===== config.mk =====
export PLATFORM = sky130hd
export DESIGN_NAME = lowpass_filter_variable_dt_core
export DESIGN_NICKNAME = d
export VERILOG_FILES = /design/src/sv/lpfvdt_pkg.sv /design/src/sv/lpfvdt_div.sv /design/src/sv/lowpass_filter_variable_dt_core.sv
export SDC_FILE = /design/constraint.sdc
export NUM_CORES = 2
export LEC_CHECK = 0
export BUFFER_PORTS_ARGS = -buffer_cell sky130_fd_sc_hd__buf_2
export CORE_ASPECT_RATIO = 1.4
export CORE_MARGIN = 2
export CORE_UTILIZATION = 45
export CTS_CLUSTER_DIAMETER = 80
export DETAILED_ROUTE_END_ITERATION = 8
export GPL_TIMING_DRIVEN = 0
export HOLD_SLACK_MARGIN = 0.15
export PLACE_DENSITY = 0.65
export SYNTH_ARGS = -nofsm -noshare
export SYNTH_HDL_FRONTEND = slang
export SYNTH_HIERARCHICAL = 1
export SYNTH_SLANG_ARGS = --single-unit

===== constraint.sdc =====
create_clock -name clk_i -period 29 [get_ports clk_i]
set_input_delay 5.8 -clock clk_i [delete_from_list [all_inputs] [get_ports clk_i]]
set_output_delay 5.8 -clock clk_i [all_outputs]
set_load 0.02 [all_outputs]

===== src/sv/lpfvdt_pkg.sv =====
// shared constants for the variable time step low-pass filter
// no dependencies

package lpfvdt_pkg;

  localparam int unsigned DataW     = 32;
  localparam int unsigned CfgW      = 16;
  localparam int unsigned CfgIdxW   = 8;
  localparam int unsigned DenW      = CfgW + 1;
  localparam int unsigned MulAW     = CfgW + 1;
  localparam int unsigned MulBW     = DataW + 1;
  localparam int unsigned AccW      = MulAW + MulBW;
  localparam int unsigned DivSteps  = AccW;
  localparam int unsigned DivCntW   = $clog2(DivSteps + 1);

  localparam logic [CfgIdxW-1:0] CfgTimeConst = CfgIdxW'(0);
  localparam logic [CfgIdxW-1:0] CfgMaxGap    = CfgIdxW'(1);

  localparam logic [CfgW-1:0] MaxGapReset = CfgW'(300);

  typedef struct packed {
    logic                 start;
    logic [AccW-1:0]      dividend;
    logic [DenW-1:0]      divisor;
  } div_req_t;

endpackage


===== src/sv/lpfvdt_div.sv =====
// iterative restoring divider, one quotient bit per cycle
// depends on lpfvdt_pkg

module lpfvdt_div (
  input  logic                        clk_i,
  input  logic                        rst_ni,
  input  lpfvdt_pkg::div_req_t        req_i,
  output logic                        done_o,
  output logic [lpfvdt_pkg::DataW-1:0] quotient_o
);

  logic [lpfvdt_pkg::DenW-1:0]    rem_q;
  logic [lpfvdt_pkg::DenW-1:0]    div_q;
  logic [lpfvdt_pkg::AccW-1:0]    quo_q;
  logic [lpfvdt_pkg::DivCntW-1:0] cnt_q;
  logic                           done_q;

  logic [lpfvdt_pkg::DenW:0]      shifted;
  logic [lpfvdt_pkg::DenW+1:0]    diff;

  assign shifted = {rem_q, quo_q[lpfvdt_pkg::AccW-1]};
  assign diff    = {1'b0, shifted} - {2'b00, div_q};

  always_ff @(posedge clk_i or negedge rst_ni) begin
    if (!rst_ni) begin
      cnt_q  <= '0;
      done_q <= 1'b0;
    end else if (req_i.start) begin
      cnt_q  <= lpfvdt_pkg::DivCntW'(lpfvdt_pkg::DivSteps);
      done_q <= 1'b0;
    end else begin
      done_q <= (cnt_q == lpfvdt_pkg::DivCntW'(1));
      if (cnt_q != '0) begin
        cnt_q <= cnt_q - lpfvdt_pkg::DivCntW'(1);
      end
    end
  end

  always_ff @(posedge clk_i) begin
    if (req_i.start) begin
      rem_q <= '0;
      div_q <= req_i.divisor;
      quo_q <= req_i.dividend;
    end else if (cnt_q != '0) begin
      if (diff[lpfvdt_pkg::DenW+1]) begin
        rem_q <= shifted[lpfvdt_pkg::DenW-1:0];
      end else begin
        rem_q <= diff[lpfvdt_pkg::DenW-1:0];
      end
      quo_q <= {quo_q[lpfvdt_pkg::AccW-2:0], ~diff[lpfvdt_pkg::DenW+1]};
    end
  end

  assign done_o     = done_q;
  assign quotient_o = quo_q[lpfvdt_pkg::DataW-1:0];

endmodule


===== src/sv/lowpass_filter_variable_dt_core.sv =====
// first-order low-pass filter with variable time step, top level
// depends on lpfvdt_pkg and lpfvdt_div
//
// input channel: sample_i (signed Q16.16) and time_ms_i, taken when in_valid_i is
// high and in_stall_o is low. output channel: filtered_o, taken when out_valid_o is
// high and out_stall_i is low. exactly one output transaction per input transaction.
// y = (T*last + d*x) / (T + d), rounded to nearest, where d is the wrapped tick delta.
// one item at a time: in_stall_o stays high from acceptance until the result has been
// loaded into the output register.
// path: a sample passes straight to StOut when the gap is too large or T + d is zero;
// otherwise it runs StMulA and StMulB on the shared 17x33 multiplier, StPrep to form the
// rounded magnitude, StDiv in the bit-serial divider until its done flag, then the load.
// a stalled receiver holds the result in the output register; a finished next
// result waits until that register is free.
// reset: time constant 0, gap limit 300 ms, stored output and stored tick 0.

module lowpass_filter_variable_dt_core (
  input  logic                              clk_i,
  input  logic                              rst_ni,
  input  logic                              cfg_we_i,
  input  logic [lpfvdt_pkg::CfgIdxW-1:0]    cfg_idx_i,
  input  logic [lpfvdt_pkg::CfgW-1:0]       cfg_wdata_i,
  input  logic                              in_valid_i,
  output logic                              in_stall_o,
  input  logic signed [lpfvdt_pkg::DataW-1:0] sample_i,
  input  logic [lpfvdt_pkg::DataW-1:0]      time_ms_i,
  output logic                              out_valid_o,
  input  logic                              out_stall_i,
  output logic signed [lpfvdt_pkg::DataW-1:0] filtered_o
);

  typedef enum logic [2:0] {
    StIdle,
    StMulA,
    StMulB,
    StPrep,
    StDiv,
    StOut
  } state_e;

  state_e state_q;

  logic [lpfvdt_pkg::CfgW-1:0]  tconst_q;
  logic [lpfvdt_pkg::CfgW-1:0]  max_gap_q;
  logic [lpfvdt_pkg::DataW-1:0] last_out_q;
  logic [lpfvdt_pkg::DataW-1:0] last_time_q;
  logic [lpfvdt_pkg::DataW-1:0] x_q;
  logic [lpfvdt_pkg::CfgW-1:0]  d_q;
  logic [lpfvdt_pkg::DenW-1:0]  den_q;
  logic signed [lpfvdt_pkg::AccW-1:0] acc_q;
  logic                         neg_q;
  logic [lpfvdt_pkg::DataW-1:0] y_q;
  logic [lpfvdt_pkg::DataW-1:0] out_q;
  logic                         out_valid_q;

  logic                         in_acc;
  logic                         out_free;
  logic [lpfvdt_pkg::DataW-1:0] delta;
  logic [lpfvdt_pkg::DenW-1:0]  den_new;
  logic                         bypass;
  logic signed [lpfvdt_pkg::MulAW-1:0] mul_a;
  logic signed [lpfvdt_pkg::MulBW-1:0] mul_b;
  logic signed [lpfvdt_pkg::AccW-1:0]  product;
  logic [lpfvdt_pkg::AccW-1:0]  mag;
  lpfvdt_pkg::div_req_t         div_req;
  logic                         div_done;
  logic [lpfvdt_pkg::DataW-1:0] quotient;

  assign in_stall_o = (state_q != StIdle);
  assign in_acc     = in_valid_i && !in_stall_o;
  assign out_free   = !out_valid_q || !out_stall_i;

  assign delta   = time_ms_i - last_time_q;
  assign den_new = {1'b0, tconst_q} + {1'b0, delta[lpfvdt_pkg::CfgW-1:0]};
  assign bypass  = (delta > {{(lpfvdt_pkg::DataW-lpfvdt_pkg::CfgW){1'b0}}, max_gap_q})
                || (den_new == '0);

  // shared multiplier, operands picked by the sequencer
  always_comb begin
    if (state_q == StMulA) begin
      mul_a = $signed({1'b0, tconst_q});
      mul_b = $signed({last_out_q[lpfvdt_pkg::DataW-1], last_out_q});
    end else begin
      mul_a = $signed({1'b0, d_q});
      mul_b = $signed({x_q[lpfvdt_pkg::DataW-1], x_q});
    end
  end

  assign product = mul_a * mul_b;

  // rounded magnitude: |num| + den/2
  assign mag = (acc_q[lpfvdt_pkg::AccW-1] ? lpfvdt_pkg::AccW'(-acc_q) : acc_q)
             + {{(lpfvdt_pkg::AccW-lpfvdt_pkg::DenW+1){1'b0}},
                den_q[lpfvdt_pkg::DenW-1:1]};

  assign div_req.start    = (state_q == StPrep);
  assign div_req.dividend = mag;
  assign div_req.divisor  = den_q;

  lpfvdt_div u_div (
    .clk_i      (clk_i),
    .rst_ni     (rst_ni),
    .req_i      (div_req),
    .done_o     (div_done),
    .quotient_o (quotient)
  );

  always_ff @(posedge clk_i or negedge rst_ni) begin
    if (!rst_ni) begin
      tconst_q    <= '0;
      max_gap_q   <= lpfvdt_pkg::MaxGapReset;
      last_out_q  <= '0;
      last_time_q <= '0;
      out_valid_q <= 1'b0;
      state_q     <= StIdle;
    end else begin
      if (cfg_we_i && cfg_idx_i == lpfvdt_pkg::CfgTimeConst) begin
        tconst_q <= cfg_wdata_i;
      end
      if (cfg_we_i && cfg_idx_i == lpfvdt_pkg::CfgMaxGap) begin
        max_gap_q <= cfg_wdata_i;
      end
      if (out_valid_q && !out_stall_i) begin
        out_valid_q <= 1'b0;
      end
      case (state_q)
        StIdle: begin
          if (in_acc) begin
            last_time_q <= time_ms_i;
            state_q     <= bypass ? StOut : StMulA;
          end
        end
        StMulA: state_q <= StMulB;
        StMulB: state_q <= StPrep;
        StPrep: state_q <= StDiv;
        StDiv: begin
          if (div_done) begin
            state_q <= StOut;
          end
        end
        StOut: begin
          if (out_free) begin
            out_valid_q <= 1'b1;
            last_out_q  <= y_q;
            state_q     <= StIdle;
          end
        end
        default: state_q <= StIdle;
      endcase
    end
  end

  // payload registers
  always_ff @(posedge clk_i) begin
    if (in_acc) begin
      x_q   <= sample_i;
      d_q   <= delta[lpfvdt_pkg::CfgW-1:0];
      den_q <= den_new;
      y_q   <= sample_i;
    end
    if (state_q == StMulA) begin
      acc_q <= product;
    end
    if (state_q == StMulB) begin
      acc_q <= acc_q + product;
    end
    if (state_q == StPrep) begin
      neg_q <= acc_q[lpfvdt_pkg::AccW-1];
    end
    if (state_q == StDiv && div_done) begin
      y_q <= neg_q ? -quotient : quotient;
    end
    if (state_q == StOut && out_free) begin
      out_q <= y_q;
    end
  end

  assign out_valid_o = out_valid_q;
  assign filtered_o  = out_q;

endmodule

==> reports/qor.tcl <==
set qor(max_slew.worst_pin.slew_ns) 1.47
set qor(holdPathStages) 0
set qor(async_flop_share_pct) 28.8
set qor(max-slew-margin-rel_pct) -0.633
set qor(fin_skew_ns) 0.0572
set qor(grt_remaining_overflow) 0
set qor(cts_setup_buffers) 0
set qor(mean_area_per_synthesized_cell_um2) 9.29
set qor(worstSetupPathType) {reg2reg}
set qor(run_status) {finished, violations left}
set qor(cts-htree-levels) 2
set qor(max_cap_violation_count) 1
set qor(synth_seq_area_share_pct) 24.3
set qor(final-setup-viol-count) 0
set qor(final_core_utilization_pct) 49.4
set qor(whs_ns) 0.435
set qor(gpl.final_weighted_congestion) 0.973
set qor(hold_class) {reg2reg}
set qor(cts_sinks) 371
set qor(critPathCaptureType) {flop}
set qor(synthDistinctLibCells) 91
set qor(design.final.nets) 5678
set qor(clock_tree.buffer_depth) 3
set qor(grt_max_degree) 72
set qor(cp.arrival_ns) 14.63
set qor(io_buffer_count) 126
set qor(layout-drive-gt1-share_pct) 9.79
set qor(setup.worst_path.start_class) {flop}
set qor(grt_pass1_vias) 35800
set qor(final-max-slew-violation-count) 1
set qor(cts_hold_buf) 0
set qor(count_of_flip_flops_with_a_built_in_enable_after_synthesis) 247
set qor(finalHoldViolCount) 0
set qor(drt_iter0_markers) 2326
set qor(whs_endpoint) {u_div/div_q[0]$_DFFE_PP_}
set qor(drt.antenna.violating_nets) 0
set qor(nFillCells) 8914
set qor(clk_pin_slew_worst_paths_ns) 0.06
set qor(drt_wl_total_um) 137000
set qor(num_vias) 34500
set qor(initial_core_util_pct) 45.2
set qor(cts_tree) {yes}
set qor(route.detailed.vias_per_inst) 5.68
set qor(ff_latch_count_synth) 371
set qor(mappedNetlistArea_um2) 43000
set qor(grt_pass1_wl_um) 211000
set qor(yosys_most_used_dff) {sky130_fd_sc_hd__edfxtp_1}
set qor(cts_inserted_buffers) 45
set qor(timing.critical_path.slowest_stage_cell) {sky130_fd_sc_hd__buf_1}
set qor(finalSetupTns_ns) 0
set qor(timing.fmax_ghz) 0.0701
set qor(ios) 127
set qor(timing.critical_path.mode_cell) {sky130_fd_sc_hd__fa_1}
set qor(r2r_start) {state_q[0]$_DFFE_PN0P_}
set qor(violations_in_the_final_reports) {max-capacitance violations, max-slew violations}
set qor(syn_inst) 4630
set qor(rsz_0062_raised_after_global_routing) {no}
set qor(part_of_the_cycle_the_worst_path_needs_pct) 49.2
set qor(hp_start) {den_q[0]$_DFFE_PP_}
set qor(critical_path.top_delay_family) {buffers and inverters}
set qor(drt_pre_antenna_iters) 6
set qor(dp_hpwl_um) 113000
set qor(fin_crit_ns) 14.27
set qor(detail_route.drc_violations) 0
set qor(routed_wire_length_per_instance_um) 22.5
set qor(cp_num_buf_inv) 10
set qor(setup.reg_to_reg.worst_slack_ns) 14.73
set qor(die_w_um) 265
set qor(reg2reg_to) {acc_q[44]$_DFFE_PP_}
set qor(grt_usage_pct) 28.3
set qor(rows) 134
set qor(total_die_area_um2) 98100
set qor(clkLatencyLatePin_ns) 0.65
set qor(syn-num-nets) 5494
set qor(die_y_um) 370
set qor(cts-root-buf) {sky130_fd_sc_hd__clkbuf_16}
set qor(required_ns) 29.36
set qor(crit_fanout) 10
set qor(number_of_antenna_violations_at_the_first_check_in_global_routing) 1
set qor(area_delta_synth_final_pct) 9.08
set qor(post_cts_resize_count) 0
set qor(yosys_warnings) 6
set qor(worst_path_largest_cell_delay_ns) 1.04
set qor(design.core.area_um2) 95100
set qor(reg2regPathDepth) 38
cell type report:
type	instances	area (um^2)	area share, %
buffer	218	970	2.07
sequential	371	10400	22.3
timing repair buffer	137	808	1.72
clock buffer	53	1200	2.55
antenna	2	5.00	0.0107
clock inverter	31	332	0.707
inverter	711	2670	5.69
tap	1224	1530	3.26
multi-input combinational	3330	29000	61.7
flip-flops by register name, indices dropped and copies added, names as in the netlist:
register      count
u_div/div_q      17
max_gap_q        16
out_valid_o       1
tconst_q         16
d_q              16
state_q           3
x_q              32
y_q              32
acc_q            50
filtered_o       32
den_q            17
neg_q             1
u_div/cnt_q       6
u_div/done_o      1
u_div/quo_q      50
last_time_q      32
u_div/rem_q      17
last_out_q       32
cells by family after synthesis:
| logic type | Yosys count | synth area share (%) |
|---|---|---|
| AO/OA/AOI/OAI | 789 | 11.8 |
| AND/OR/NAND/NOR | 1286 | 13.3 |
| multiplexers | 229 | 5.82 |
| buffers and inverters | 929 | 8.45 |
| XOR/XNOR | 255 | 5.19 |
| flip-flops | 371 | 24.3 |
| adder cells (fa/ha/maj) | 771 | 31.1 |
worst register-to-register path, delay by kind of cell (launching register included):
kind                     cells  cell delay (ns)
AO/OA/AOI/OAI               10             2.71
multiplexers                 2             1.22
flip-flops                   1             0.36
XOR/XNOR                     2             0.29
AND/OR/NAND/NOR              6             1.61
adder cells (fa/ha/maj)      8             3.84
buffers and inverters       10             3.95
synthesized netlist by cell type (113+ instances only):
| library cell | number | share of area [%] |
|---|---|---|
| sky130_fd_sc_hd__a21oi_1 | 216 | 2.5 |
| sky130_fd_sc_hd__clkbuf_1 | 157 | 1.4 |
| sky130_fd_sc_hd__edfxtp_1 | 247 | 17 |
| sky130_fd_sc_hd__fa_1 | 498 | 23 |
| sky130_fd_sc_hd__ha_1 | 273 | 7.9 |
| sky130_fd_sc_hd__inv_1 | 710 | 6.2 |
| sky130_fd_sc_hd__mux2_2 | 169 | 4.4 |
| sky130_fd_sc_hd__nand2_1 | 538 | 4.7 |
| sky130_fd_sc_hd__nor2_1 | 386 | 3.4 |
| sky130_fd_sc_hd__o21ai_0 | 185 | 2.2 |
| sky130_fd_sc_hd__xnor2_1 | 142 | 2.9 |
| sky130_fd_sc_hd__xor2_1 | 113 | 2.3 |
metrics by stage:
stage / instance area [um^2] / cells / setup WS, ns
2_1_floorplan: 43000 / 4630 / 18.62
3_3_place_gp: 45200 / 5980 / 14.99
3_5_place_dp: 45400 / 5991 / 15.03
4_1_cts: 46900 / 6075 / 14.92
5_1_grt: 46900 / 6075 / 14.20
6_report: 46900 / 6077 / 14.73
how the worst max path moves through the flow:
stage | slack [ns] | depth (start not counted) | start | endpoint
2_1_floorplan | 18.62 | 39 | state_q[0]$_DFFE_PN0P_ | acc_q[47]$_DFFE_PP_
3_5_place_dp | 15.03 | 38 | state_q[0]$_DFFE_PN0P_ | acc_q[44]$_DFFE_PP_
3_3_place_gp | 14.99 | 38 | state_q[0]$_DFFE_PN0P_ | acc_q[44]$_DFFE_PP_
4_1_cts | 14.92 | 38 | state_q[0]$_DFFE_PN0P_ | acc_q[48]$_DFFE_PP_
6_report | 14.73 | 38 | state_q[0]$_DFFE_PN0P_ | acc_q[44]$_DFFE_PP_
5_1_grt | 14.20 | 38 | state_q[0]$_DFFE_PN0P_ | acc_q[48]$_DFFE_PP_
per-layer routing:
metal  global-route usage, %  part of all wire (%)  vias to the layer above
met4                    18.4                   7.8                        0
met2                    50.2                    50                     1202
met3                    3.24                   5.3                      398
li1                        -                     -                    15700
met1                    32.3                    37                    17200
met5                       0                     0                        -
cells in the final DEF, fill, tap and decap left out, types with 89 or more instances in the layout:
cell type | synthesis | final
sky130_fd_sc_hd__ha_1 | 273 | 273
sky130_fd_sc_hd__fa_1 | 498 | 498
sky130_fd_sc_hd__nand2_1 | 538 | 537
sky130_fd_sc_hd__inv_1 | 710 | 710
sky130_fd_sc_hd__buf_2 | 3 | 128
sky130_fd_sc_hd__a21o_1 | 89 | 89
sky130_fd_sc_hd__nor2_1 | 386 | 386
sky130_fd_sc_hd__xor2_1 | 113 | 113
sky130_fd_sc_hd__xnor2_1 | 142 | 142
sky130_fd_sc_hd__mux2_2 | 169 | 169
sky130_fd_sc_hd__o21ai_0 | 185 | 185
sky130_fd_sc_hd__clkbuf_1 | 157 | 159
sky130_fd_sc_hd__dfrtp_1 | 103 | 103
sky130_fd_sc_hd__a21oi_1 | 216 | 215
sky130_fd_sc_hd__edfxtp_1 | 247 | 247
Power is not shown: default switching activity piles up to over one toggle a cycle in this logic, so the estimate is an artifact.
